$ cat config.mk
export PLATFORM = sky130hd
export DESIGN_NAME = csps_rank
export DESIGN_NICKNAME = d
export VERILOG_FILES = /design/src/hdl/assert_macros.svh /design/src/hdl/csps_pkg.sv /design/src/hdl/csps_rank.sv
export SDC_FILE = /design/constraint.sdc
export NUM_CORES = 1
export LEC_CHECK = 0
export BUFFER_PORTS_ARGS = -buffer_cell sky130_fd_sc_hd__buf_2
export CORE_AREA = 2 2 154 111
export CTS_CLUSTER_SIZE = 30
export DETAILED_ROUTE_END_ITERATION = 8
export DIE_AREA = 0 0 156 113
export GPL_ROUTABILITY_DRIVEN = 1
export GPL_TIMING_DRIVEN = 0
export HOLD_SLACK_MARGIN = 0.05
export PLACE_DENSITY = 0.83
export SLEW_MARGIN = 5
export SYNTH_ARGS = -nofsm -noshare
export SYNTH_HDL_FRONTEND = slang
export SYNTH_SLANG_ARGS = --single-unit
$ cat constraint.sdc
create_clock -name clk -period 8.1 [get_ports clk]
set_input_delay 0 -clock clk [delete_from_list [all_inputs] [get_ports clk]]
set_output_delay 0 -clock clk [all_outputs]
set_load 0.1 [all_outputs]
$ cat src/hdl/assert_macros.svh
// assertion macros shared by the scheduler rtl
`ifndef ASSERT_MACROS_SVH
`define ASSERT_MACROS_SVH
`ifndef SYNTHESIS
`define CSPS_ASSERT(lbl, ck, rs, prop) \
  lbl: assert property (@(posedge ck) disable iff (rs) prop) else $error("assertion failed");
`define CSPS_NEVER(lbl, ck, rs, expr) \
  lbl: assert property (@(posedge ck) disable iff (rs) !(expr)) else $error("forbidden state");
`else
`define CSPS_ASSERT(lbl, ck, rs, prop)
`define CSPS_NEVER(lbl, ck, rs, expr)
`endif
`endif

$ cat src/hdl/csps_pkg.sv
// types and constants of the cpu scheduler core
package csps_pkg;

  localparam int PID_W   = 6;
  localparam int BURST_W = 10;
  localparam int TIME_W  = 16;
  localparam int RANK_W  = 8;
  localparam int POL_W   = 3;
  localparam int SLICE_W = 8;
  localparam int CFG_W   = 8;
  localparam int PROD_W  = TIME_W + 1 + BURST_W;

  typedef logic [1:0] phase_t;
  localparam phase_t PH_NEW   = 2'd0;
  localparam phase_t PH_READY = 2'd1;
  localparam phase_t PH_RUN   = 2'd2;
  localparam phase_t PH_DONE  = 2'd3;

  localparam logic [POL_W-1:0] POL_FCFS = 3'd0;
  localparam logic [POL_W-1:0] POL_RR   = 3'd1;
  localparam logic [POL_W-1:0] POL_SJF  = 3'd2;
  localparam logic [POL_W-1:0] POL_SRTF = 3'd3;
  localparam logic [POL_W-1:0] POL_HRRN = 3'd4;
  localparam logic [POL_W-1:0] POL_PPRR = 3'd5;

  localparam logic CFG_POLICY = 1'b0;
  localparam logic CFG_SLICE  = 1'b1;

  localparam logic OP_LOAD = 1'b0;
  localparam logic OP_TICK = 1'b1;

  typedef struct packed {
    logic               op;
    logic [PID_W-1:0]   pid;
    logic [BURST_W-1:0] burst;
    logic [TIME_W-1:0]  arrival;
    logic [RANK_W-1:0]  process_priority;
  } cmd_t;

  typedef struct packed {
    logic [PID_W-1:0]  slot_pid;
    logic              slot_idle;
    logic              finished;
    logic [PID_W-1:0]  finished_pid;
    logic [TIME_W-1:0] waiting_time;
    logic [TIME_W-1:0] turnaround_time;
    logic              all_done;
  } result_t;

  typedef struct packed {
    phase_t             phase;
    logic [TIME_W-1:0]  arrival;
    logic [RANK_W-1:0]  rank;
    logic [BURST_W-1:0] burst;
    logic [BURST_W-1:0] remaining;
    logic [TIME_W-1:0]  waiting;
  } entry_t;

  typedef struct packed {
    logic             capture;
    logic [POL_W-1:0] policy;
  } cmp_ctl_t;

endpackage

$ cat src/hdl/csps_rank.sv
// shared compare unit that decides whether a candidate beats the current best
module csps_rank #(
  parameter int PW = 6
) (
  input  logic                clk,
  input  csps_pkg::cmp_ctl_t  ctl,
  input  csps_pkg::entry_t    best,
  input  csps_pkg::entry_t    cand,
  input  logic [PW-1:0]       best_pid,
  input  logic [PW-1:0]       cand_pid,
  output logic                better
);

  logic [csps_pkg::TIME_W:0]         op_a;
  logic [csps_pkg::BURST_W-1:0]      op_b;
  logic [csps_pkg::PROD_W-1:0]       prod;
  logic [csps_pkg::PROD_W-1:0]       lhs;

  // with capture high the best side product is formed and registered in lhs, otherwise the candidate side
  always_comb begin
    if (ctl.capture) begin
      op_a = {1'b0, best.waiting} + (csps_pkg::TIME_W+1)'(best.burst);
      op_b = cand.burst;
    end else begin
      op_a = {1'b0, cand.waiting} + (csps_pkg::TIME_W+1)'(cand.burst);
      op_b = best.burst;
    end
    prod = csps_pkg::PROD_W'(op_a) * csps_pkg::PROD_W'(op_b);
  end

  always_ff @(posedge clk) begin
    if (ctl.capture) begin
      lhs <= prod;
    end
  end

  always_comb begin
    unique case (ctl.policy)
      csps_pkg::POL_SJF: begin
        if (cand.burst != best.burst) better = cand.burst < best.burst;
        else better = cand.arrival < best.arrival;
      end
      csps_pkg::POL_SRTF: begin
        if (cand.remaining != best.remaining) better = cand.remaining < best.remaining;
        else if (cand.arrival != best.arrival) better = cand.arrival < best.arrival;
        else better = cand_pid < best_pid;
      end
      csps_pkg::POL_HRRN: begin
        if (prod != lhs) better = prod > lhs;
        else if (cand.arrival != best.arrival) better = cand.arrival < best.arrival;
        else better = cand_pid < best_pid;
      end
      csps_pkg::POL_PPRR: better = cand.rank < best.rank;
      default:            better = 1'b0;
    endcase
  end

endmodule

Word-level counts from Yosys, hierarchy flattened
Index checks and enable logic that the tools add are counted.

storage, ports and cells
  bits of input ports = 141
  word-level logic and storage cells = 25
  register bits after elaboration = 27
  output and inout port bits = 1

operators by class
  add/sub/neg operators = 2
  muxes and demuxes = 7
  eq/ne operators = 8
  multipliers = 1
  $lt $le $gt $ge = 6

operator list
  kind                                                  number
  adder 16 x 10 -> 17 bit                               2
  greater-than comparator 27 bit                        1
  multiplier 17 x 10 -> 27 bit                          1
  != test 27 bit                                        1
  less-than comparator 10 bit                           2
  != test 10 bit                                        2
  2-to-1 mux 17 bit                                     1
  less-than comparator 16 bit                           1
  != test 16 bit                                        1
  2-to-1 mux 10 bit                                     1
  less-than comparator 8 bit                            1
  equality test 3 x 2 -> 1 bit (second input constant)  2
  equality test 3 bit (second input constant)           2
  less-than comparator 6 bit                            1
  2-to-1 mux 1 bit                                      4
  case mux 1 bit (4 select lines)                       1

Depth between registers and ports, before layout
  depth after elaboration = 6
  gate-level depth with buffers = 36
  mapped depth without buffers = 36

Worst setup path after synthesis
OpenSTA, ideal clock, no wires.

  kind = input to output
  start = input port best[0] (netlist bit)
  end = output port better
  data required time = 8.100 ns
  data arrival time = 8.069 ns
  buffers on the path = 2
  cell stages on the path = 35
  path slack = 0.031 ns
  cells stage by stage = ha_1 -> inv_1 -> fa_1 -> and2b_1 -> o31ai_2 -> a211o_1 -> a21oi_2 -> xnor2_1 -> a211o_1 -> buf_6 -> nand2b_4 -> fa_1 -> inv_1 -> fa_1 -> fa_1 -> fa_1 -> inv_1 -> fa_1 -> inv_1 -> ha_1 -> clkbuf_1 -> o2111a_1 -> o2111ai_1 -> nand2_1 -> o2bb2ai_1 -> a31oi_1 -> xnor2_1 -> ha_1 -> and4_1 -> nand2_1 -> or3_1 -> o22ai_1 -> o21ai_0 -> o21ai_0 -> a221o_1

between the ends
  cells in the longest elaborated chain, start to end = 6
  elaborated cells on any way between the ends = 7
  classes of those cells = add/sub: 1; mul: 1; order compare: 1; eq/ne: 1; mux: 3

ends and longest elaborated chain
  element                                                           RTL line         text
  start, declared                                                   csps_rank.sv:7   input csps_pkg::entry_t best,
  adder 16 x 10 -> 17 bit (*)                                       csps_rank.sv:22  op_a = {1'b0, best.waiting} + (csps_pkg::TIME_W+1)'(best.burst);
  2-to-1 mux 17 bit (*)                                             csps_rank.sv:21  if (ctl.capture) begin
  multiplier 17 x 10 -> 27 bit (*)                                  csps_rank.sv:28  prod = csps_pkg::PROD_W'(op_a) * csps_pkg::PROD_W'(op_b);
  net prod (one bit)                                                csps_rank.sv:16  logic [csps_pkg::PROD_W-1:0] prod;
  greater-than comparator 27 bit or != test 27 bit (tied branches)  csps_rank.sv:49  if (prod != lhs) better = prod > lhs;
  2-to-1 mux 1 bit (*)                                              csps_rank.sv:49
  case mux 1 bit (4 select lines) (*)                               csps_rank.sv:38  unique case (ctl.policy)
  end, declared                                                     csps_rank.sv:11  output logic better

Mark *: on every way through the listed nets, which the timed path passes. The rest lies on a longest branch.

Worst setup path in the final report
  start = input port cand[26] (netlist bit)
  end = output port better

between the ends
  cells in the longest elaborated chain, start to end = 6
  elaborated cells on any way between the ends = 11
  classes of those cells = add/sub: 1; mul: 1; order compare: 2; eq/ne: 2; mux: 5

ends and longest elaborated chain
  element                                                           RTL line         text
  start, declared                                                   csps_rank.sv:8   input csps_pkg::entry_t cand,
  adder 16 x 10 -> 17 bit                                           csps_rank.sv:25  op_a = {1'b0, cand.waiting} + (csps_pkg::TIME_W+1)'(cand.burst);
  2-to-1 mux 17 bit                                                 csps_rank.sv:21
  multiplier 17 x 10 -> 27 bit (*)                                  csps_rank.sv:28
  net prod (one bit)                                                csps_rank.sv:16
  greater-than comparator 27 bit or != test 27 bit (tied branches)  csps_rank.sv:49
  2-to-1 mux 1 bit (*)                                              csps_rank.sv:49
  case mux 1 bit (4 select lines) (*)                               csps_rank.sv:38

Marks and branches as above.

==> flow_summary.rst <==
.. list-table::
   :header-rows: 1

   * - Metric
     - Value
   * - Status
     - finished, violations left
   * - Violations in the final reports
     - negative setup slack
   * - Max Clock Freq
     - 123 MHz
   * - IO Count
     - 142
   * - Yosys warning total
     - 0
   * - Final GP Congestion
     - 0.967
   * - Cells taking the most area after synthesis
     - fa_1 (25%), ha_1 (20%), edfxtp_1 (8.4%), inv_1 (7.6%), nor2_1 (4.2%)
   * - Post-synthesis sequential element count
     - 27
   * - Post-synth EDFFs
     - 27
   * - Global route overflow
     - 0
   * - Async set-or-reset flop fraction in the synthesized netlist
     - 0%
   * - Post-Syn Instances
     - 1,134
   * - Launch point of the worst hold path
     - ctl[3]
   * - Measured slew at the worst slew-check pin
     - 950 ps
   * - Total Routed Length
     - 27,900 µm
   * - Sequential cell area fraction in the yosys report
     - ~8.4%
   * - Min cycle time layout
     - 8140 ps
   * - Final core occ
     - 73.6%
   * - Final number of setup-violating endpoints
     - 1
   * - Row Count
     - 39
   * - Kind of capture point of the worst setup path
     - output port
   * - Clock sinks
     - 27
   * - Total clock buffers created by CTS
     - 3
   * - Clock buffer depth
     - 2
   * - Flip-flop count of the largest register, all copies and words added
     - 27
   * - Synthesis-to-layout area growth
     - 22.7%
   * - Mean post-synth cell area
     - ~8.5 µm²
   * - Family with the most delay on the worst path
     - adder cells
   * - Starting density of the core
     - between 50% and 60%
   * - Worst Hold Path EP
     - lhs[25]
   * - First-pass GRT wire length
     - 41,000 µm
   * - Library cell used as clock root buffer
     - clkbuf_16
   * - Fraction of final layout cells sized beyond drive strength 1
     - about a quarter
   * - Most used cell, CP
     - fa_1
   * - Largest area contributor in the netlist
     - fa_1
   * - Die height
     - 113 µm
   * - Slew HR
     - 36.0%
   * - Registers with the most flip-flops
     - lhs: 27 flops
   * - Biggest register
     - lhs
   * - Setup repair after global routing missed its margin
     - yes
   * - Number of buffer cells added on primary ports
     - ~140
   * - H-tree depth
     - 1
   * - Die span in x
     - 156 µm
   * - Core footprint
     - about 16,000 µm²
   * - Startpoint type of the worst setup path
     - input pin
   * - Number of max-slew violations in the final report
     - 0
   * - Largest net degree at the start of global routing
     - 36
   * - Origin of the worst setup path
     - cand[26]
   * - Residual DRC count
     - 0
   * - Area fraction of the dominant cell type after synthesis
     - 24.9%
   * - Syn Nets
     - roughly 1,600
   * - TritonCTS clock tree
     - built
   * - Final WS setup
     - -43.7 ps
   * - Number of global-route vias before repair
     - between 8,000 and 9,000
   * - Final cycle utilization of the critical path
     - 101%
   * - Filler cell count in the final layout
     - 1,087
   * - Most used flip-flop cell after synthesis
     - edfxtp_1
   * - Initial DRT Pass Iterations
     - 6
   * - Endpoint required time on the critical path
     - 8100 ps
   * - Die area
     - 17,600 µm²
   * - Worst path arrival time
     - roughly 8100 ps
   * - Path category of the worst min-delay check
     - input pin to flop
   * - Summed instance area of the synthesized netlist
     - 9630 µm²
   * - Number of antenna violations at the first check in global routing
     - 0
   * - Most frequent cells in the layout
     - inv_1 (191), buf_2 (140), ha_1 (138)
   * - Placement-stage worst setup slack
     - -1470 ps
   * - Number of hold-slack violations in the final timing report
     - 0
   * - Critical path buffers and inverters
     - 8
   * - Highest-delay cell along the critical path
     - fa_1
   * - WL/cell
     - roughly 18 µm
   * - CTS clock-pin slew for the worst setup and hold paths
     - 70 ps
   * - Category of the most critical setup path
     - input pin to output port
   * - Hold Path Stages
     - 1
   * - Number of vias in the routed layout
     - 9,202
   * - Unique cell type count in the Yosys netlist
     - 70
   * - First-iteration detailed-routing DRC count
     - roughly 860
   * - Most common library cell in the layout ignoring fill and taps
     - inv_1
   * - Maximum fanout along the worst path
     - 6
   * - Post-route ant nets
     - 0
   * - Final antenna diode count
     - 0
   * - Number of max-cap violations
     - 0
   * - Via density per instance
     - 6.04
   * - Gr usage total
     - approximately 29%
   * - Hold buffers post-CTS
     - 0
   * - Maximum single-stage delay on the critical path
     - 570 ps
   * - Placed wire-length estimate after detailed placement
     - 20,500 µm
   * - Final-stage net count
     - 1,738
[layer usage]
layer | routed length, µm | vias up | global-route usage (%) | part of all wire, %
li1 | - | 4176 | - | -
met2 | 12800 | 538 | 45.4 | 46
met1 | 11400 | 4379 | 40.6 | 41
met4 | 935 | 0 | 5.26 | 3.3
met5 | 0 | - | 0 | 0
met3 | 2820 | 109 | 6.43 | 10
[how the worst max path moves through the flow]
stage               endpoint  cells past startpoint  slack (ps)
floorplan             better                     35          30
global route          better                     37        -260
detailed placement    better                     30       -1470
finish                better                     37         -40
CTS                   better                     37           6
global placement      better                     30       -1320
[stage by stage]
stage | hold WS, ps | std cells | TNS (ps) | instance area [µm²]
floorplan | 112 | 1134 | 0 | 9630
global placement | 541 | 1476 | -1320 | 10600
detailed placement | 564 | 1476 | -1470 | 10600
CTS | 130 | 1493 | 0 | 11100
global route | 137 | 1524 | -256 | 11800
finish | 126 | 1524 | -43.7 | 11800
[cells in the mapped netlist (all sizes together), types with 7 or more instances]
library cell / number
a21o: 16
edfxtp: 27
xnor2: 26
nand3: 13
nand2: 95
mux2i: 12
o21a: 18
nand2b: 34
nand4: 13
fa: 120
nor2b: 24
nor3: 22
ha: 157
nor4: 9
or2: 12
a211oi: 8
o211ai: 9
o21bai: 7
and2: 8
inv: 195
xor2: 15
o21ai: 44
nor2: 109
a21oi: 56
clkbuf: 14
[final cells by class]
cell class              instances  area (µm²)  area share, %
flip-flops and latches         27         811           6.86
inverters                     195         732           6.19
multi-input cells             892        8740           74.0
repair buffers                184        1100           9.29
plain buffers                  17        96.3          0.815
clock buffers                   4        78.8          0.667
well taps                     205         256           2.17
[cell families (layout without fill, tap and decap cells)]
family	Yosys count	count (layout)	share of synthesized area (%)
mux	16	16	1.97
xor+xnor	41	41	3.73
compound gates	193	193	13.0
buf+inv	215	400	8.59
simple gates	365	365	19.0
flops	27	27	8.42
fa+ha+maj	277	277	45.3
[timing repair]
action | 4_1_cts | 5_1_grt
setup endpoints to repair | 1 | 1
setup buffers | 16 | 31
resized for setup | 69 | 116
pin swaps | 32 | 65
gates cloned | 0 | 0
Power is not shown: default switching activity piles up to over one toggle a cycle in this logic, so the estimate is an artifact.
