File: src/hdl/assert_macros.svh
// assertion macros shared by the scheduler rtl
`ifndef ASSERT_MACROS_SVH
`define ASSERT_MACROS_SVH
`ifndef SYNTHESIS
`define CSPS_ASSERT(lbl, ck, rs, prop) \
  lbl: assert property (@(posedge ck) disable iff (rs) prop) else $error("assertion failed");
`define CSPS_NEVER(lbl, ck, rs, expr) \
  lbl: assert property (@(posedge ck) disable iff (rs) !(expr)) else $error("forbidden state");
`else
`define CSPS_ASSERT(lbl, ck, rs, prop)
`define CSPS_NEVER(lbl, ck, rs, expr)
`endif
`endif

File: src/hdl/csps_ram.sv
// generic single write port ram with registered read
module csps_ram #(
  parameter int WIDTH = 8,
  parameter int DEPTH = 64
) (
  input  logic                     clk,
  input  logic                     we,
  input  logic [$clog2(DEPTH)-1:0] waddr,
  input  logic [WIDTH-1:0]         wdata,
  input  logic [$clog2(DEPTH)-1:0] raddr,
  output logic [WIDTH-1:0]         rdata
);

  logic [WIDTH-1:0] mem [DEPTH];

  always_ff @(posedge clk) begin
    if (we) begin
      mem[waddr] <= wdata;
    end
    rdata <= mem[raddr];
  end

endmodule

File: config.mk
export PLATFORM = sky130hd
export DESIGN_NAME = csps_ram
export DESIGN_NICKNAME = d
export VERILOG_FILES = /design/src/hdl/assert_macros.svh /design/src/hdl/csps_ram.sv
export SDC_FILE = /design/constraint.sdc
export NUM_CORES = 1
export LEC_CHECK = 0
export BUFFER_PORTS_ARGS = -buffer_cell sky130_fd_sc_hd__clkbuf_2
export CAP_MARGIN = 20
export CORE_MARGIN = 1.5
export CORE_UTILIZATION = 26
export DETAILED_ROUTE_END_ITERATION = 10
export HOLD_SLACK_MARGIN = 0.06
export PLACE_DENSITY = 0.4
export SLEW_MARGIN = 20
export SYNTH_ARGS = -nofsm -noshare
export SYNTH_HDL_FRONTEND = slang
export SYNTH_SLANG_ARGS = --single-unit
File: constraint.sdc
create_clock -name clk -period 1.95 [get_ports clk]
set_clock_uncertainty 0.05 [all_clocks]
set_input_delay 0.0975 -clock clk [delete_from_list [all_inputs] [get_ports clk]]
set_output_delay 0.0975 -clock clk [all_outputs]
set_load 0.01 [all_outputs]
# After elaboration in Yosys (flattened, before gate mapping)
# Memories as Yosys holds them, arrays and structs flattened. A register that Yosys moved wholly into a read port is not among the register bits.
# Cells that the tools add are included.
# word_totals
word_cells,3
mem_count,1
reg_bits,0
out_inout_bits,8
input_bits,22
ram_bits,512
# classes
muxes,2
# mem_list
name,depth,word_bits,rd,rd_clocked_by_memory_dff,wr,line_no,rtl
mem,64,8,1,1,1,csps_ram.sv:14,logic [WIDTH-1:0] mem [DEPTH];
# ops
operator,n
two-way mux 1 bit,2

# Logic depth before layout (Yosys ltp)
# Gate-level depths: netlist of the first run.
# depth
word_depth,2
depth_mapped,9
mapped_depth_nobuf,5

# Least setup slack after synthesis of the first run
# OpenSTA, ideal clock, no wires.
# synth_path
kind,input to register
from,input raddr[1]
to,"register rdata[3], read port of mem"
setup_time_ns,0.128
required_time_ns,1.772
path_buffers,3
arrival_ns,1.637
cell_stages,7
setup_slack_ns,0.135
cell_sequence,buf_4 > buf_2 > buf_2 > mux4_2 > mux4_2 > o21ai_1 > o41ai_1
# synth_rtl
element,line_no,rtl
from (decl),csps_ram.sv:10,"input logic [$clog2(DEPTH)-1:0] raddr,"
to (decl),csps_ram.sv:11,output logic [WIDTH-1:0] rdata

==> results of run 1 <==
==> layout make-up <==
cell class	count	area share (%)
sequential	520	62.6
multi-input combinational	369	17.7
timing repair buffer	213	7.47
clock buffer	75	6.35
tap	1030	5.19
clock inverter	29	0.661
antenna	1	0.0101
==> power groups by stage <==
stage | logic, uW | registers [uW] | clock network, uW
floorplan | 659 | 12600 | 0
global placement | 1440 | 12600 | 0
CTS | 1490 | 12400 | 10400
global route | 1550 | 12400 | 10900
finish | 1450 | 12400 | 10100
detailed placement | 1450 | 12600 | 0
==> state kept, by name, summed over array words and instances (netlist names) <==
signal	count
mem	512
rdata	8
==> cell families after synthesis <==
| group | Yosys count |
|---|---|
| flip-flops | 520 |
| multiplexers | 162 |
| AND/OR/NAND/NOR | 153 |
| AO/OA/AOI/OAI | 54 |
| buffers and inverters | 51 |
==> routing by layer <==
layer	GRT usage, %	up-vias	routed length (um)
met1	19.8	5471	25200
met4	3.80	6	1220
li1	-	4374	-
met5	0	-	30
met2	22.2	230	25500
met3	2.52	84	2660
==> worst register-to-register path: stages, from the launching register on <==
cell,delay [ps]
sky130_fd_sc_hd__edfxtp_1,350
sky130_fd_sc_hd__mux4_2,480
sky130_fd_sc_hd__mux2_2,290
sky130_fd_sc_hd__o221a_2,310
sky130_fd_sc_hd__nor3_4,220
sky130_fd_sc_hd__o32ai_1,130
==> stage by stage <==
step / setup slack (ps) / hold slack (ps)
after floorplan: 135 / 146
after global placement: -734 / 484
after detailed placement: -492 / 480
after CTS: 6.64 / 66.3
after global routing: -28.7 / 85.0
final: -2.97 / 53.6
==> final timing paths <==
path | depth (start not counted) | endpoint | slack (ps) | startpoint
setup reg to reg | 5 | rdata[6] | -3 | mem[29][6]
hold / removal | 1 | mem[10][1] | 50 | wdata[1]
hold reg to reg | 3 | rdata[4] | 820 | mem[27][4]
setup / recovery | 5 | rdata[6] | -3 | mem[29][6]
==> cells in the final DEF (no fill, tap or decap), types with 16 or more instances in the layout <==
master,instances
sky130_fd_sc_hd__buf_12,23
sky130_fd_sc_hd__buf_4,153
sky130_fd_sc_hd__clkbuf_16,58
sky130_fd_sc_hd__clkbuf_2,26
sky130_fd_sc_hd__clkinv_1,16
sky130_fd_sc_hd__edfxtp_1,512
sky130_fd_sc_hd__mux2i_1,23
sky130_fd_sc_hd__mux4_2,126
sky130_fd_sc_hd__nand2_1,19
sky130_fd_sc_hd__nor2_1,81
==> repair_timing <==
action	in CTS	in global routing
resized for setup	10	5
endpoints found under the hold margin	311	0
pin swaps	2	1
hold buffers	10	0
endpoints found under the setup margin	6	7
cloned	0	0
==> metrics list, run 1 <==
- By area, the combinational part of the netlist is dominated by multiplexers.
- The tool flagged a number of max-cap violations equal to 0.
* Number of top-level pins: 30
* Cell taking the most area after synthesis: sky130_fd_sc_hd__edfxtp_1
* Slew margin rel.: 61.1%
* Antenna Violating Nets Remaining: 0
- The sequential cells in the finished layout cover a total of 0.0155 mm^2.
- Ranked by instance count, the synthesized netlist is headed by 512 x sky130_fd_sc_hd__edfxtp_1, 126 x sky130_fd_sc_hd__mux4_2, 83 x sky130_fd_sc_hd__nor2_1.
- In this run the clock root is driven by a sky130_fd_sc_hd__clkbuf_16.
- The flow ran to the end, but the final reports show violations.
- Summing the areas of all compound-gate instances in the mapped netlist gives 2.07% of the synthesized area.
* Type of the tightest min-delay check: input pin to flop
* Area of the placeable core: 0.0763 mm^2
- Total Nets Final: 1182
* Net switching power: 5260 uW
- Based on the critical path, the design can be clocked at up to 0.512 GHz.
* Final number of setup-violating endpoints: 1
- Vias in the first global route: 10600
- Number of rows in the core area: 101
* DRC errors left: 0
- Using the TritonRoute via totals, the vias-per-cell ratio works out to 4.54.
* Final standard cell area without fillers: 0.0248 mm^2
* Internal cell power: 18700 uW
- TritonCTS Buffers: 56
- The final reports fail on negative setup slack.
* Filler Cell Count: 7378
- For this block, the initial DRC count from the detailed router was 793.
* Pwr dens: 968 mW/mm^2
- Overall power consumption after layout is estimated at 24000 uW.
* Syn Nets: 962
- Cell chain of the critical path: mux4_2 -> mux2_2 -> o221a_2 -> nor3_4 -> o32ai_1
* Clk pin slew, worst setup/hold paths: 60 ps
- Maximum number of pins on one net before global-route repair: 65
- Final Util: 32.5%
- Leakage component of the power: 0.00797 uW
- Number of warning messages in the yosys log: 0
- Dividing the detail-routed wire length by the instance count gives 24.4 um.
- Half-perimeter wire length after placement: 34800 um
* Global-route wire length before repair: 78900 um
* Top fanout value on the critical path: 1
- Across the VDD grid, the largest voltage drop is 0.588 mV.
* Quantity of I/O buffers inserted on ports: 29
- The setup path with the least slack is of type flop to flop.
- After layout, the worst path uses 100% of the clock period.
- The synthesized netlist devotes 3.39% of its cell area to simple gates.
* Sinks on Clock Net: 520
- Summed over all layers, the routed wires come to 54600 um.
- Total congestion overflow: 0
- DIE AREA: 0.0792 mm^2
* Clk_lat worst skew: 610 ps
* Buffer and inverter count on the worst path: 0
- Initial standard-cell utilization of the core: 26.4%
- Among all cell types in the netlist, the one instantiated most often is sky130_fd_sc_hd__edfxtp_1.
- Data on the critical path is required at its endpoint by 2380 ps.
- Ratio of cells with drive above 1 in the final layout: 35.7%
- In this run the mean area of a mapped cell was 21.5 um^2.
- The number of placed instances, taps included, is 2122.
- The number of antenna violations at the first check in global routing is 3.
- Ranked by total cell area, the synthesized netlist is headed by sky130_fd_sc_hd__edfxtp_1 76%, sky130_fd_sc_hd__mux4_2 14%, sky130_fd_sc_hd__nor2_1 1.5%.
- For the pin with the worst max-slew slack, the measured transition is 584 ps.
* Syn Std Cell Area: 0.0202 mm^2
- Counting along the longest clock path gives a buffer depth of 3.
- Most used DFF post-synth: sky130_fd_sc_hd__edfxtp_1
- The area growth from synthesis to layout is 23.0%.
- STA classifies the critical path endpoint as a flop.
- Family with the most delay on the worst path: multiplexers
* Post-Synth XOR/XNOR Area: 0%
- Synthesis inferred 520 register bits.
* Async set-or-reset flop fraction in the synthesized netlist: 0%
* Setup repair after global routing missed its margin: true
* CP max-delay cell: sky130_fd_sc_hd__mux4_2
- The final hold violation count is 0.
- Number of non-filler instances in the completed layout: 2237
- The first detailed-routing pass took 5 iterations.
* Clock tree from TritonCTS: built
* Arrival time at the worst endpoint: 2380 ps
* Proportion of synthesized chip area in sequential cells: 77.0%
- Gate power share: 6.0%
* Count of distinct cell types in the synthesized netlist: 40
- Clock share of power: 42.3%
* Total global routing track utilization: 14.0%
- Once routing completed, OpenROAD measured the worst setup slack at -2.97 ps.
- The floorplan step set the die width to 282 um.
- Number of enable-type register cells in the synthesized netlist: 512
- Summing the areas of all fa, ha and maj instances in the mapped netlist gives 0% of the synthesized area.
* Startpoint type of the worst setup path: flop
- After detailed placement, the total cell area comes to 0.0229 mm^2.
- Routability-driven placement finished with a final weighted congestion of 0.772.
- Detailed routing inserted a total of 10200 vias.
- Delay contributed by the slowest stage of the critical path: 480 ps
- In this run, flip-flops and latches consume 51.7% of the power.
- The portion of synthesized area spent on multiplexers is 15.9%.
* Mapped Cells: 940
* Multi-input logic area: 0.00439 mm^2
- In this run the vertical extent of the chip is 282 um.
* Sum of negative setup slack: -2.97 ps
- Net Sw Frac: 21.9%
* Setup Buffers After CTS: 0
- Minimum clock period: 1950 ps
- Number of max-slew violations in the final report: 0
- Top-area cell type share of the netlist area: 76.2%
- Maximum level of the CTS H-tree: 2
Power figures use the tool's default switching activity.
==> run 2, diff against run 1 <==
Settings changed: ABC_AREA set to 1, SLEW_MARGIN 20 to unset.
==> metrics list, run 2 <==
- Status: completed
- The combined area of the multi-input logic cells came to 0.00495 mm^2 (+13%).
* Vias in the first global route: 14000 (+33%)
* Initial standard-cell utilization of the core: 26.4% (-0.056 points)
- The total die area was 0.0838 mm^2 (+5.7%).
- Top-area cell type share of the netlist area: 72.0% (-4.2 points)
- Sinks on Clock Net: 520 (unchanged)
* CP max-delay cell: sky130_fd_sc_hd__dlygate4sd3_1
* Final Util: 31.2% (-1.3 points)
- PnR worst setup slack: 244 ps (+247 ps)
* CTS hold repair buffers: 11 (+1)
- Arrival time at the worst endpoint: 1980 ps (-400 ps)
- Tightest Pin Transition: 1070 ps (+482 ps)
* Syn Nets: 1827 (+90%)
- The flip-flop and latch count after synthesis is 520 (unchanged).
- Number of flip-flops under the largest register name: 512 (unchanged)
- TritonCTS Buffers: 56 (unchanged)
- Via count: 14000 (+37%)
* Post-Syn Area per Cell: 11.8 um^2 (-45%)
- Most common library cell in the layout ignoring fill and taps: sky130_fd_sc_hd__nand2_1
- The commonest cells after synthesis are 648 x sky130_fd_sc_hd__nand2_1, 512 x sky130_fd_sc_hd__edfxtp_1, 439 x sky130_fd_sc_hd__nand3_1.
- Main area contributors after synthesis: sky130_fd_sc_hd__edfxtp_1 72%, sky130_fd_sc_hd__nand2_1 11%, sky130_fd_sc_hd__nand3_1 10%
- Clock tree from TritonCTS: built
- Filler Cell Count: 8280 (+12%)
- The post-CTS clock slew at the launch and capture registers of the worst setup and hold paths came to 60 ps (about the same).
* Type of the tightest min-delay check: input pin to flop
* Delay contributed by the slowest stage of the critical path: 580 ps (+100 ps)
* Slew margin rel.: 29.0% (-32 points)
- The remaining antenna violation count is 0 (unchanged).
* Proportion of synthesized chip area in sequential cells: 72.8% (-4.2 points)
- Library cell with the highest instance count after synthesis: sky130_fd_sc_hd__nand2_1
- Most used cells in the layout excluding fill and tap cells: 648 x sky130_fd_sc_hd__nand2_1, 512 x sky130_fd_sc_hd__edfxtp_1, 439 x sky130_fd_sc_hd__nand3_1
- The via density per instance came to 4.60 (+1.3%).
- Number of rows in the core area: 104 (+3.0%)
- Die height: 289 um (+2.8%)
- The clock latency of the later-clocked register in the worst-skew pair was 620 ps (about the same).
* Top fanout value on the critical path: 9 (+8)
- The remaining global-route overflow is 0 (unchanged).
* Pre-CTS setup slack: 58.5 ps (+550 ps)
- Master cell of the clock root buffer: sky130_fd_sc_hd__clkbuf_16
* Hold violation total from the final report: 0 (unchanged)
- Start of the worst register-to-register path: mem[35][2]
- The number of enable-type register cells in the synthesized netlist came to 512 (unchanged).
* Half-perimeter wire length after placement: 37600 um (+8.2%)
- The largest voltage drop on the vdd net is 0.679 mV (+16%).
- Register Area: 0.0155 mm^2 (unchanged)
- From synthesis to final layout, the design area changed by 18.4%.
- Detailed Routing Iterations Pass 1: 5 (unchanged)
- Pwr dens: 962 mW/mm^2 (-0.54%)
- Setup CP Type: input pin to flop
* Final number of setup-violating endpoints: 0 (-1)
* DRC errors left: 0 (unchanged)
* Startpoint type of the worst setup path: input pin
- Setup repair after global routing left no endpoint under its margin.
- Wire length per cell: 20.6 um (-15%)
- The number of antenna violations at the first check in global routing is 0 (-3).
- Total global routing track utilization: 15.1% (+1.0 points)
* Resize count post-CTS: 0 (-10)
- The post-placement cell area is 0.0234 mm^2 (+2.2%).
- Ratio of cells with drive above 1 in the final layout: 12.6% (-23 points)
- Global-route wire length before repair: 93200 um (+18%)
* Syn Std Cell Area: 0.0213 mm^2 (+5.8%)
- Number of cells in the design after placement: 2916 (+37%)
- Final estimated routing congestion in global placement: 0.780 (+1.0%)
- The total setup buffers inserted after CTS is 0 (unchanged).
- Count of distinct cell types in the synthesized netlist: 16 (-60%)
- The gate count after technology mapping is 1805 (+92%).
- Quantity of I/O buffers inserted on ports: 29 (unchanged)
- Number of max-slew violations in the final report: 0 (unchanged)
- Area of the placeable core: 0.0809 mm^2 (+6.0%)
- Async set-or-reset flop fraction in the synthesized netlist: 0% (unchanged)
- In this design, the critical path's most frequently occurring cell is sky130_fd_sc_hd__buf_4.
- The maximum operating frequency came to 0.586 GHz (+14%).
- The boundary pin count is 30 (unchanged).
- Final worst-path cycle share: 87.5% (-13 points)
- The maximum number of buffers from clock root to sink was 3 (unchanged).
- Maximum number of pins on one net before global-route repair: 85 (+31%)
- sky130_fd_sc_hd__edfxtp_1 takes more of the synthesized area than any other cell.
- The number of H-tree levels came to 2 (unchanged).
- Minimum clock period: 1710 ps (-247 ps)
- Biggest registers after layout: mem x512, rdata x8
- The post-route cell area came to 0.0253 mm^2 (+1.9%).
* WL final: 62600 um (+15%)
- The leakage power of the design is 0.00910 uW (+14%).
* Critical Path Start: waddr[2]
* Total Nets Final: 1947 (+65%)
- Number of non-filler instances in the completed layout: 3033 (+36%)
* Max-Cap Viols: 0 (unchanged)
- Number of warning messages in the yosys log: 0 (unchanged)
- The most used flip-flop cell after synthesis is sky130_fd_sc_hd__edfxtp_1.
* Buffer and inverter count on the worst path: 5 (+5)
- The critical path goes through dlygate4sd3_1 -> clkbuf_2 -> inv_1 -> nand4_1 -> buf_4 -> nor2_1 -> buf_4.
- Endpoint kind of the worst setup timing path: flop
- Startpoint of the tightest hold check path: raddr[3]
- The detailed router's first-iteration violation count was 1045 (+32%).
* Biggest register: mem
* Sum of negative setup slack: 0 ps (+2.97 ps)
- The worst endpoint required time was 2220 ps (-160 ps).
- Family with the most delay on the worst path: buffers and inverters
* Die span in x: 289 um (+2.8%)
==> run 2: cell count changes after synthesis, moves of 8 or more <==
cell,before,now
sky130_fd_sc_hd__nor2_1,83,56
sky130_fd_sc_hd__o22ai_1,8,0
sky130_fd_sc_hd__buf_2,11,37
sky130_fd_sc_hd__o221ai_1,8,0
sky130_fd_sc_hd__nand3_1,13,439
sky130_fd_sc_hd__mux2_2,13,0
sky130_fd_sc_hd__nor2b_1,14,0
sky130_fd_sc_hd__nand2_1,19,648
sky130_fd_sc_hd__inv_1,0,10
sky130_fd_sc_hd__buf_6,4,35
sky130_fd_sc_hd__mux4_2,126,0
sky130_fd_sc_hd__mux2i_1,23,0
==> run 2: metal layers <==
layer | up-vias | GRT usage [%] | part of all wire (%)
met4 | 0 | 3.39 | 1.7
met3 | 73 | 2.20 | 4.4
met1 | 6994 | 21.8 | 48
li1 | 6594 | - | -
met2 | 303 | 23.8 | 46
met5 | - | 0 | 0
==> run 2: kinds of logic (layout without fill, tap and decap cells) <==
kind of cell           count (synthesis)  after routing  synth area share, %
flip-flops                           520            520                 72.8
AND/OR/NAND/NOR                     1160           1160                 23.2
other                                  0              1                    0
buffers and inverters                125            292                 4.02
==> run 2: worst paths after layout <==
path / cells past startpoint / endpoint / slack (ps)
worst max-delay path: 7 / mem[9][5] / 240
worst min-delay path: 6 / rdata[7] / 100
worst max register to register: 8 / rdata[2] / 390
worst min register to register: 8 / rdata[5] / 770
==> run 2: where the power goes <==
| part | total [uW] | switching [uW] | internal (uW) |
|---|---|---|---|
| Sequential | 12400 | 38.9 | 12400 |
| Clock | 10300 | 4430 | 5830 |
| Combinational | 1650 | 1180 | 477 |
==> run 2: tightest hold or removal path: cells and delay by family <==
kind          cells  cell delay [ps]
buf+inv           2              320
simple gates      4              300
==> run 2: cell type report <==
| class | instances | area share (%) |
|---|---|---|
| antenna | 1 | 0.00990 |
| tap | 1060 | 5.25 |
| sequential | 520 | 61.5 |
| inverter | 12 | 0.218 |
| clock buffer | 79 | 6.16 |
| clock inverter | 26 | 0.822 |
| multi-input combinational | 1160 | 19.6 |
| timing repair buffer | 175 | 6.50 |
==> run 2: through the flow <==
stage,power (uW),hold WS [ps]
5_1_grt,25200,106
4_1_cts,24600,66.6
3_3_place_gp,14300,451
2_1_floorplan,13500,146
6_report,24300,104
3_5_place_dp,14300,443
==> run 3, diff against run 2 <==
Settings changed: ABC_AREA 1 to unset, CAP_MARGIN 20 to unset, CTS_CLUSTER_DIAMETER set to 50.
==> metrics list, run 3 (synthesized netlist as in run 1, its figures left out) <==
- Arrival time at the worst endpoint: 2360 ps (+380 ps)
- The weighted congestion reported at the end of routability-driven placement came to 0.772 (-1.0%).
* Quantity of I/O buffers inserted on ports: 29 (unchanged)
- Vias in the first global route: 10700 (-24%)
- The mean routed wirelength per cell was 24.3 um (+18%).
- Area of the placeable core: 0.0763 mm^2 (-5.7%)
- The post-route cell area was 0.0251 mm^2 (-0.57%).
- The post-placement cell area was 0.0229 mm^2 (-2.1%).
* Biggest registers after layout: mem x512, rdata x8
- TritonCTS Buffers: 67 (+20%)
* Detailed Routing Iterations Pass 1: 5 (unchanged)
- The number of fill cells is 7369 (-11%).
* Cell chain of the critical path: mux4_2 -> mux2_2 -> o221a_2 -> nor3_4 -> o32ai_1
- Final worst-path cycle share: 99.4% (+12 points)
* Hold violation total from the final report: 0 (unchanged)
* Number of top-level pins: 30 (unchanged)
* Layout Area Growth over Synthesis: 24.6%
* Type of the tightest min-delay check: input pin to flop
- The y dimension of the die came to 282 um (-2.8%).
* Pwr dens: 1010 mW/mm^2 (+5.3%)
- The net count reported at finish came to 1192 (-39%).
- The minimum setup slack in the final design came to 11.8 ps (-232 ps).
- The remaining antenna violation count was 0 (unchanged).
- The maximum number of buffers from clock root to sink came to 3 (unchanged).
* Master cell of the clock root buffer: sky130_fd_sc_hd__clkbuf_16
- In the layout the commonest cells are 512 x sky130_fd_sc_hd__edfxtp_1, 153 x sky130_fd_sc_hd__buf_4, 126 x sky130_fd_sc_hd__mux4_2.
* Setup repair after global routing missed its margin: true
- Status: completed
* Startpoint type of the worst setup path: flop
* WL final: 54700 um (-13%)
* Clock tree from TritonCTS: built
* Endpoint kind of the worst setup timing path: flop
* Setup CP Type: flop to flop
* Post-DR vias/cell: 4.56 (-1.0%)
* Die span in x: 282 um (-2.8%)
- The number of flip-flops in the largest register came to 512 (unchanged).
- The largest fanout of any net on the critical path was 1 (-8).
* Number of non-filler instances in the completed layout: 2252 (-26%)
* Number of cells in the design after placement: 2122 (-27%)
- Initial antenna violation count: 4 (+4)
- Global-route wire length before repair: 78800 um (-15%)
* Clk_lat worst skew: 590 ps (-30 ps)
- Register Area: 0.0155 mm^2 (unchanged)
* Biggest register: mem
- Highest Signal Layer: met5
- The total number of placement rows came to 101 (-2.9%).
- Sinks on Clock Net: 520 (unchanged)
- The reported max-cap violation count was 0 (unchanged).
* Number of max-slew violations in the final report: 0 (unchanged)
- Leaving out fill and tap cells, the most frequent cell in the layout is sky130_fd_sc_hd__edfxtp_1.
* Overall power consumption: 25500 uW (+4.7%)
- The remaining global-route overflow was 0 (unchanged).
- Slew margin rel.: 62.7% (+34 points)
- Delay contributed by the slowest stage of the critical path: 450 ps (-130 ps)
* Achievable clock frequency: 0.516 GHz (-12%)
* Routed met3 length: 2550 um (-7.4%)
- CP max-delay cell: sky130_fd_sc_hd__mux4_2
* Clk pin slew, worst setup/hold paths: 60 ps (about the same)
* Half-perimeter wire length after placement: 34800 um (-7.6%)
- Routed met2 length: 25700 um (-9.9%)
* Maximum vdd drop: 0.611 mV (-10%)
* CP Data Required Time: 2370 ps (+150 ps)
* Family with the most delay on the worst path: multiplexers
* Tightest Pin Transition: 559 ps (-506 ps)
* Ratio of cells with drive above 1 in the final layout: 36.5% (+24 points)
- Final number of setup-violating endpoints: 0 (unchanged)
- The pin count of the biggest net entering global routing came to 65 (-24%).
- Minimum clock period: 1940 ps (+232 ps)
* Initial standard-cell utilization of the core: 26.4% (+0.056 points)
* Multi-input logic area: 0.00439 mm^2 (-11%)
* Total global routing track utilization: 14.1% (-0.96 points)
- Maximum level of the CTS H-tree: 3 (+1)
- Pre-CTS setup slack: -729 ps (-787 ps)
* Via count: 10300 (-26%)
- Leakage component of the power: 0.00812 uW (-11%)
* Setup Buffers After CTS: 0 (unchanged)
- Wire length on met1: 25300 um (-17%)
- Buffer and inverter count on the worst path: 0 (-5)
- The detailed router's first-iteration violation count was 782 (-25%).
- The remaining routing DRC violations is 0 (unchanged).
- The total die area is 0.0792 mm^2 (-5.4%).
[run 3: cell types whose count changed in the layout (fill, tap and decap cells not counted), moves of 23 or more]
| cell | before | now |
|---|---|---|
| sky130_fd_sc_hd__mux2i_1 | 0 | 23 |
| sky130_fd_sc_hd__nand2_1 | 648 | 19 |
| sky130_fd_sc_hd__nand3_1 | 439 | 13 |
| sky130_fd_sc_hd__buf_4 | 107 | 153 |
| sky130_fd_sc_hd__mux4_2 | 0 | 126 |
| sky130_fd_sc_hd__nor2_1 | 56 | 81 |
[run 3: what timing repair did]
action	in CTS	in global routing
gates resized for setup	13	3
hold buffers	9	0
pin swaps	2	1
endpoints found under the hold margin	294	0
setup endpoints to repair	7	6
[run 3: report_power, final]
part	internal, uW	switching [uW]	leakage (uW)
clock	6940	4650	0.00100
sequential	12400	38.7	0.00467
combinational	618	834	0.00244
total	19900	5530	0.00812
[run 3: worst paths after layout]
check / start / endpoint / slack (ps) / depth (start not counted)
setup reg to reg: mem[16][4] / rdata[4] / 10 / 5
hold / removal: wdata[3] / mem[7][3] / 90 / 1
hold reg to reg: mem[31][4] / rdata[4] / 810 / 3
setup / recovery: mem[16][4] / rdata[4] / 10 / 5
[run 3: through the flow]
stage               setup TNS, ps  utilization (%)  hold slack, ps
floorplan                       0                -             146
global placement            -3160             30.0             484
detailed placement          -3170             30.0             480
CTS                             0             32.9            87.1
global route                -37.2             32.9            98.2
finish                          0             32.9            87.0
[run 3: worst reg2reg max path, stage by stage (launching register included)]
cell                       delay [ps]
sky130_fd_sc_hd__edfxtp_1         370
sky130_fd_sc_hd__mux4_2           450
sky130_fd_sc_hd__mux2_2           270
sky130_fd_sc_hd__o221a_2          310
sky130_fd_sc_hd__nor3_4           230
sky130_fd_sc_hd__o32ai_1          130
[run 3: final cells by class]
type,instances,area share [%]
antenna,2,0.0199
clock buffer,86,7.16
clock inverter,33,1.06
multi-input combinational,369,17.5
sequential,520,61.8
tap,1030,5.13
timing repair buffer,212,7.34
[run 3: routing by layer]
layer	track usage (%)	up-vias
li1	-	4409
met1	19.5	5527
met2	22.5	236
met3	3.08	86
met4	3.67	6
met5	0	-
